<file path="src/design/mcs_pkg.sv">
// Shared package of the mobility correction stencil.
// Holds field widths, parameter defaults, read-select codes and the
// controller/datapath command and status types. No dependencies.
package mcs_pkg;

    // Parameter defaults.
    localparam int unsigned DEF_GRID_SIDE     = 64;
    localparam int unsigned DEF_GRID_DIMS     = 2;
    localparam int unsigned DEF_SPECIES_COUNT = 4;
    localparam int unsigned DEF_FRACTION_BITS = 16;
    localparam int unsigned DEF_DEPTH         =
        DEF_GRID_SIDE * DEF_GRID_SIDE * DEF_SPECIES_COUNT;

    // Field widths.
    localparam int unsigned SP_W      = 2;
    localparam int unsigned CELL_W    = 12;
    localparam int unsigned DATA_W    = 32;
    localparam int unsigned INV_W     = 31;
    localparam int unsigned CFG_IDX_W = 1;

    // Arithmetic widths.
    localparam int unsigned DIFF_W = DATA_W + 1;   // difference of two values
    localparam int unsigned ACC_W  = 68;           // sum of up to four products
    localparam int unsigned LO_W   = 34;           // low slice of the sum
    localparam int unsigned MUL_W  = 35;           // shared multiplier operand
    localparam int unsigned PROD_W = 2 * MUL_W;
    localparam int unsigned FULL_W = 100;          // sum times reciprocal

    // Request types.
    localparam logic REQ_LOAD  = 1'b0;
    localparam logic REQ_QUERY = 1'b1;

    // Configuration register indexes.
    localparam logic [CFG_IDX_W-1:0] CFG_REF_MOB = 1'b0;
    localparam logic [CFG_IDX_W-1:0] CFG_INV_DX2 = 1'b1;

    // Read-select codes, in the order the controller issues them.
    localparam int unsigned SEL_W = 3;
    localparam logic [SEL_W-1:0] SEL_CENTER = 3'd0;
    localparam logic [SEL_W-1:0] SEL_XP     = 3'd1;
    localparam logic [SEL_W-1:0] SEL_XM     = 3'd2;
    localparam logic [SEL_W-1:0] SEL_YP     = 3'd3;
    localparam logic [SEL_W-1:0] SEL_YM     = 3'd4;

    typedef struct packed {
        logic             latch;
        logic             div1;
        logic             div2;
        logic             nbr;
        logic             wr_en;
        logic             rd_en;
        logic [SEL_W-1:0] rd_sel;
        logic             scale_lo;
        logic             scale_hi;
        logic             sum;
        logic             finish;
    } t_dp_cmd;

    typedef struct packed {
        logic is_query;
    } t_dp_status;

endpackage

</file>
<file path="src/design/mcs_ctrl.sv">
// Controller state machine of the mobility correction stencil.
// Depends on mcs_pkg for the command and status types.
module mcs_ctrl #(
    parameter int unsigned GRID_DIMS = mcs_pkg::DEF_GRID_DIMS
) (
    input  logic                i_clk,
    input  logic                i_rst_n,
    input  logic                i_start,
    output logic                o_busy,
    input  mcs_pkg::t_dp_status i_status,
    output mcs_pkg::t_dp_cmd    o_cmd
);

    localparam int unsigned NREADS = 1 + 2 * GRID_DIMS;
    localparam logic [mcs_pkg::SEL_W-1:0] LAST_SEL   = mcs_pkg::SEL_W'(NREADS - 1);
    localparam logic [mcs_pkg::SEL_W-1:0] DRAIN_LAST = mcs_pkg::SEL_W'(2);

    localparam logic [3:0] S_IDLE  = 4'd0;
    localparam logic [3:0] S_DIV1  = 4'd1;
    localparam logic [3:0] S_DIV2  = 4'd2;
    localparam logic [3:0] S_NBR   = 4'd3;
    localparam logic [3:0] S_WR    = 4'd4;
    localparam logic [3:0] S_READ  = 4'd5;
    localparam logic [3:0] S_DRAIN = 4'd6;
    localparam logic [3:0] S_SC_LO = 4'd7;
    localparam logic [3:0] S_SC_HI = 4'd8;
    localparam logic [3:0] S_SUM   = 4'd9;
    localparam logic [3:0] S_FIN   = 4'd10;

    logic [3:0]                r_state, n_state;
    logic [mcs_pkg::SEL_W-1:0] r_cnt, n_cnt;

    always_comb begin
        n_state = r_state;
        n_cnt   = r_cnt;
        o_cmd   = '0;
        unique case (r_state)
            S_IDLE: begin
                if (i_start) begin
                    o_cmd.latch = 1'b1;
                    n_state     = S_DIV1;
                end
            end
            S_DIV1: begin
                o_cmd.div1 = 1'b1;
                n_state    = S_DIV2;
            end
            S_DIV2: begin
                o_cmd.div2 = 1'b1;
                n_state    = S_NBR;
            end
            S_NBR: begin
                o_cmd.nbr = 1'b1;
                n_cnt     = '0;
                n_state   = i_status.is_query ? S_READ : S_WR;
            end
            S_WR: begin
                o_cmd.wr_en = 1'b1;
                n_state     = S_IDLE;
            end
            S_READ: begin
                o_cmd.rd_en  = 1'b1;
                o_cmd.rd_sel = r_cnt;
                if (r_cnt == LAST_SEL) begin
                    n_cnt   = '0;
                    n_state = S_DRAIN;
                end else begin
                    n_cnt = r_cnt + 1'b1;
                end
            end
            S_DRAIN: begin
                // The last product drains into the sum.
                if (r_cnt == DRAIN_LAST) begin
                    n_state = S_SC_LO;
                end else begin
                    n_cnt = r_cnt + 1'b1;
                end
            end
            S_SC_LO: begin
                o_cmd.scale_lo = 1'b1;
                n_state        = S_SC_HI;
            end
            S_SC_HI: begin
                o_cmd.scale_hi = 1'b1;
                n_state        = S_SUM;
            end
            S_SUM: begin
                o_cmd.sum = 1'b1;
                n_state   = S_FIN;
            end
            S_FIN: begin
                o_cmd.finish = 1'b1;
                n_state      = S_IDLE;
            end
            default: begin
                n_state = S_IDLE;
            end
        endcase
    end

    always_ff @(posedge i_clk) begin
        if (!i_rst_n) begin
            r_state <= S_IDLE;
            r_cnt   <= '0;
        end else begin
            r_state <= n_state;
            r_cnt   <= n_cnt;
        end
    end

    assign o_busy = (r_state != S_IDLE);

endmodule

</file>
<file path="config.mk">
export PLATFORM = sky130hd
export DESIGN_NAME = mcs_ctrl
export DESIGN_NICKNAME = d
export VERILOG_FILES = /design/src/design/mcs_pkg.sv /design/src/design/mcs_ctrl.sv
export SDC_FILE = /design/constraint.sdc
export NUM_CORES = 1
export LEC_CHECK = 0
export BUFFER_PORTS_ARGS = -buffer_cell sky130_fd_sc_hd__buf_2
export CAP_MARGIN = 0
export CORE_UTILIZATION = 49
export DETAILED_ROUTE_END_ITERATION = 16
export GPL_ROUTABILITY_DRIVEN = 1
export PLACE_DENSITY = 0.76
export SLEW_MARGIN = 20
export SYNTH_ARGS = -nofsm -noshare
export SYNTH_HDL_FRONTEND = slang
export SYNTH_SLANG_ARGS = --single-unit
</file>
<file path="constraint.sdc">
create_clock -name i_clk -period 1.8 [get_ports i_clk]
set_clock_uncertainty 0.15 [all_clocks]
set_input_delay 0.18 -clock i_clk [delete_from_list [all_inputs] [get_ports i_clk]]
set_output_delay 0.18 -clock i_clk [all_outputs]
set_load 0.05 [all_outputs]
</file>
### Word level (Yosys, flattened, before mapping)

Cells that the tools add are included.
Widths: inputs -> output; s select.

| word-level totals | value |
|---|---|
| word-level logic and storage cells | 43 |
| bits of input ports | 4 |
| flip-flop bits (word level) | 7 |

| cells by class | value |
|---|---|
| eq/ne operators | 16 |
| mux-type cells | 19 |
| reductions and logical operators | 5 |
| $add $sub $neg | 1 |

Operators with widths:

| kind | number |
|---|---|
| $pmux 4 s9 | 1 |
| $eq 4x3->1 const B | 4 |
| $mux 4 | 4 |
| $eq 4x4->1 const B | 3 |
| $mux 1 | 11 |
| $pmux 3 s3 | 1 |
| $eq 4x2->1 const B | 2 |
| $ne 2x2->1 const B | 4 |
| $mux 3 | 2 |
| $eq 4x1->1 const B | 1 |
| $logic_not 4->1 | 1 |
| $reduce_bool 4->1 | 1 |
| $add 3x1->3 const B | 1 |
| $eq 3x2->1 const B | 1 |
| $eq 3x3->1 const B | 1 |
| $reduce_and 3->1 | 1 |
| $reduce_bool 3->1 | 1 |
| $reduce_and 2->1 | 1 |

### Logic depth before layout (Yosys ltp)

| depth | value |
|---|---|
| word-level depth | 3 |
| gate-level depth with buffers | 6 |
| depth with buffers taken out | 6 |

### Worst setup path after synthesis

No wires, ideal clock.

| path | value |
|---|---|
| path kind | register to output |
| start point | reg r_state[3] |
| end point | out o_cmd[2] (netlist name) |
| path buffers | 1 |
| data required time | 1.470 ns |
| arrival | 1.836 ns |
| stages on the path, launching flop included | 4 |
| path slack | -0.366 ns |
| cells stage by stage | dfxtp_1 -> buf_6 -> or2b_1 -> nor3_1 |

RTL lines:

| element | RTL line | source |
|---|---|---|
| start: declaration | mcs_ctrl.sv:30 | `logic [3:0] r_state, n_state;` |
| start signal: assignment | mcs_ctrl.sv:106 | `r_state <= n_state;` |
| end: declaration | mcs_ctrl.sv:11 | `output mcs_pkg::t_dp_cmd o_cmd` |

==> impl_metrics.toml <==
[finish]
syn_to_final_growth_pct = 29.7
drive_gt1_frac = 0.538
mostFrequentLayoutCells = "buf_2, buf_4, nor2_1"
final_core_util = 0.718
fillers = 102
final_common_cell = "buf_2"
layout.nets = 101
insertedDiodeCount = 0

[synth]
synthCells = 71
syn_area_per_cell_sq_um = 9.13
synth-edff-count = 0
synthArstFlopShare = 0
ys_types = 37
seq_area_frac_synth = 0.216
synth_warnings = 0
ys.flop_type = "dfxtp_1"
synth-seq-cells = 7
synth_area_sq_um = 648
synth_nets = 78

[floorplanning]
fp.dieH_microns = 38.4
dieArea_sq_um = 1470
io_pins = 18
chipWidth_microns = 38.4
core_sq_um = 1170
start_util = 0.553
rows = 12

[pwr]
pwr-share-comb = 0.382
p_sw_frac = 0.384
p_int_mw = 0.329
cellPowerDensity_nw_per_um2 = 634
p_clk_frac = 0.286
leakage_nw = 0.370
peakVddDrop_mv = 0.418
seq_power_share = 0.332
power.switching_mw = 0.205

[timing]
rsz0062_at_grt = "yes"
fmax_ghz = 0.557
final.period_utilization = 0.997
slew-limit-headroom = 0.776
setup_tns_ns = 0
final.setup.worst_slack_ns = 0.00594
tightest_slew_ns = 0.334
period_needed_ns = 1.79
hold_viol_final = 0
final-max-slew-violation-count = 0
setup_viol = 0

[place]
port_buffers = 17
place_ws_ns = 0.155
dp_hpwl_microns = 1070
place_congestion = 0.752

[grt]
grt_pass1_vias = 514
antenna_found_initial = 0
grt-ovfl-total = 0
grt_max_degree = 14
grt_usage = 0.238
grt_pass1_wl_microns = 2300

[worst_setup_path]
cp-start-kind = "flop"
path_class = "reg2out"
crit_buf_inv = 1
critPathSlowestCell = "or4_4"
critPathMaxFanout = 6
cp.arrival_ns = 1.46
slowest_delay_ns = 0.57
cpLargestDelayFamily = "simple AND/OR/NAND/NOR gates"
crit_chain = "or4_4 > nor2_4 > buf_8"
required_ns = 1.47
endpoint_kind = "primary output"

[drt]
avgRoutedWirePerCell_microns = 13.6
routed_wl_microns = 1460
vias = 600
drtPass1Iterations = 4
first_iter_violations = 4
drt-vias-per-instance = 5.61
antenna_left = 0
drc_errors = 0

[hold_path]
hold_class = "in2reg"

[clock_network]
cts_tree = "yes"
clk_path_buf_depth = 2
postCtsHoldBufs = 0
clk_pin_slew_ns = 0.06
clk_latency_ns = 0.26
cts_max_level = 1
numCtsBuffers = 3
clockRootBuffer = "clkbuf_4"
clkSinkCount = 7

[status]
outcome = "finished, final reports clean"

[job]
drv_cap = 0
==> synthesized netlist by cell type (2+ instances only) <==
cell | count | area, sq um
nor2_1 | 7 | 26.3
dfxtp_1 | 7 | 140
o21ai_2 | 2 | 17.5
nor4bb_4 | 2 | 50.1
nand2b_4 | 2 | 27.5
nand2b_1 | 2 | 12.5
o21a_1 | 2 | 15.0
nor3_1 | 8 | 40.0
buf_6 | 3 | 33.8
nor2b_1 | 2 | 12.5
nand3_1 | 2 | 10.0
and2b_2 | 2 | 17.5
ha_1 | 3 | 37.5
nand2_1 | 2 | 7.51
inv_1 | 3 | 11.3
==> flip-flops by register name, summed over array words and instances, names as in the netlist <==
register  cells
r_cnt         3
r_state       4
==> cells by family after synthesis <==
kind of cell,count (synthesis),share of synthesized area
flops,7,0.216
compound gates,14,0.187
fa+ha+maj,3,0.0579
mux,1,0.0154
simple gates,38,0.432
buf+inv,7,0.0772
xor+xnor,1,0.0135
==> power groups by stage <==
stage	Clock [mW]	Sequential [mW]	Combinational, mW
final	0.152	0.177	0.204
after global routing	0.171	0.178	0.214
after CTS	0.159	0.178	0.198
after detailed placement	0	0.182	0.191
after global placement	0	0.181	0.189
after floorplan	0	0.173	0.168
==> cell type report <==
type	instances	area, sq um	area share
multi-input combinational	57	488	0.580
inverter	3	11.3	0.0134
timing repair buffer	22	146	0.174
clock buffer	4	26.3	0.0313
sequential	7	151	0.180
tap	14	17.5	0.0208
==> metal layers <==
layer  global-route usage  vias up  part of all wire
met5                    0        -                 0
met4               0.0517        0            0.0089
met3                0.110        2             0.033
met2                0.403        9              0.52
met1                0.272      287              0.44
li1                     -      302                 -
==> through the flow <==
stage / cells / instance area, sq um / hold WS [ns] / total power, mW
2_1_floorplan: 71 / 678 / 0.147 / 0.341
3_3_place_gp: 100 / 757 / 0.308 / 0.370
3_5_place_dp: 100 / 757 / 0.320 / 0.372
4_1_cts: 105 / 808 / 0.0405 / 0.534
5_1_grt: 107 / 841 / 0.0379 / 0.564
6_report: 107 / 841 / 0.0487 / 0.533
==> final timing paths <==
path | start | to | slack (ns) | depth (start not counted)
hold / removal | i_rst_n | r_state[3] | 0.05 | 2
setup / recovery | r_state[2] | o_cmd[12] | 0.006 | 3
setup reg to reg | r_state[2] | r_cnt[0] | 0.14 | 6
hold reg to reg | r_cnt[1] | r_cnt[1] | 0.37 | 2
==> what timing repair did <==
item / CTS / global route
setup endpoints to repair: 6 / 6
pin swaps: 2 / 2
setup buffers: 1 / 2
gates resized for setup: 7 / 10
(Power assumes the default switching activity.)
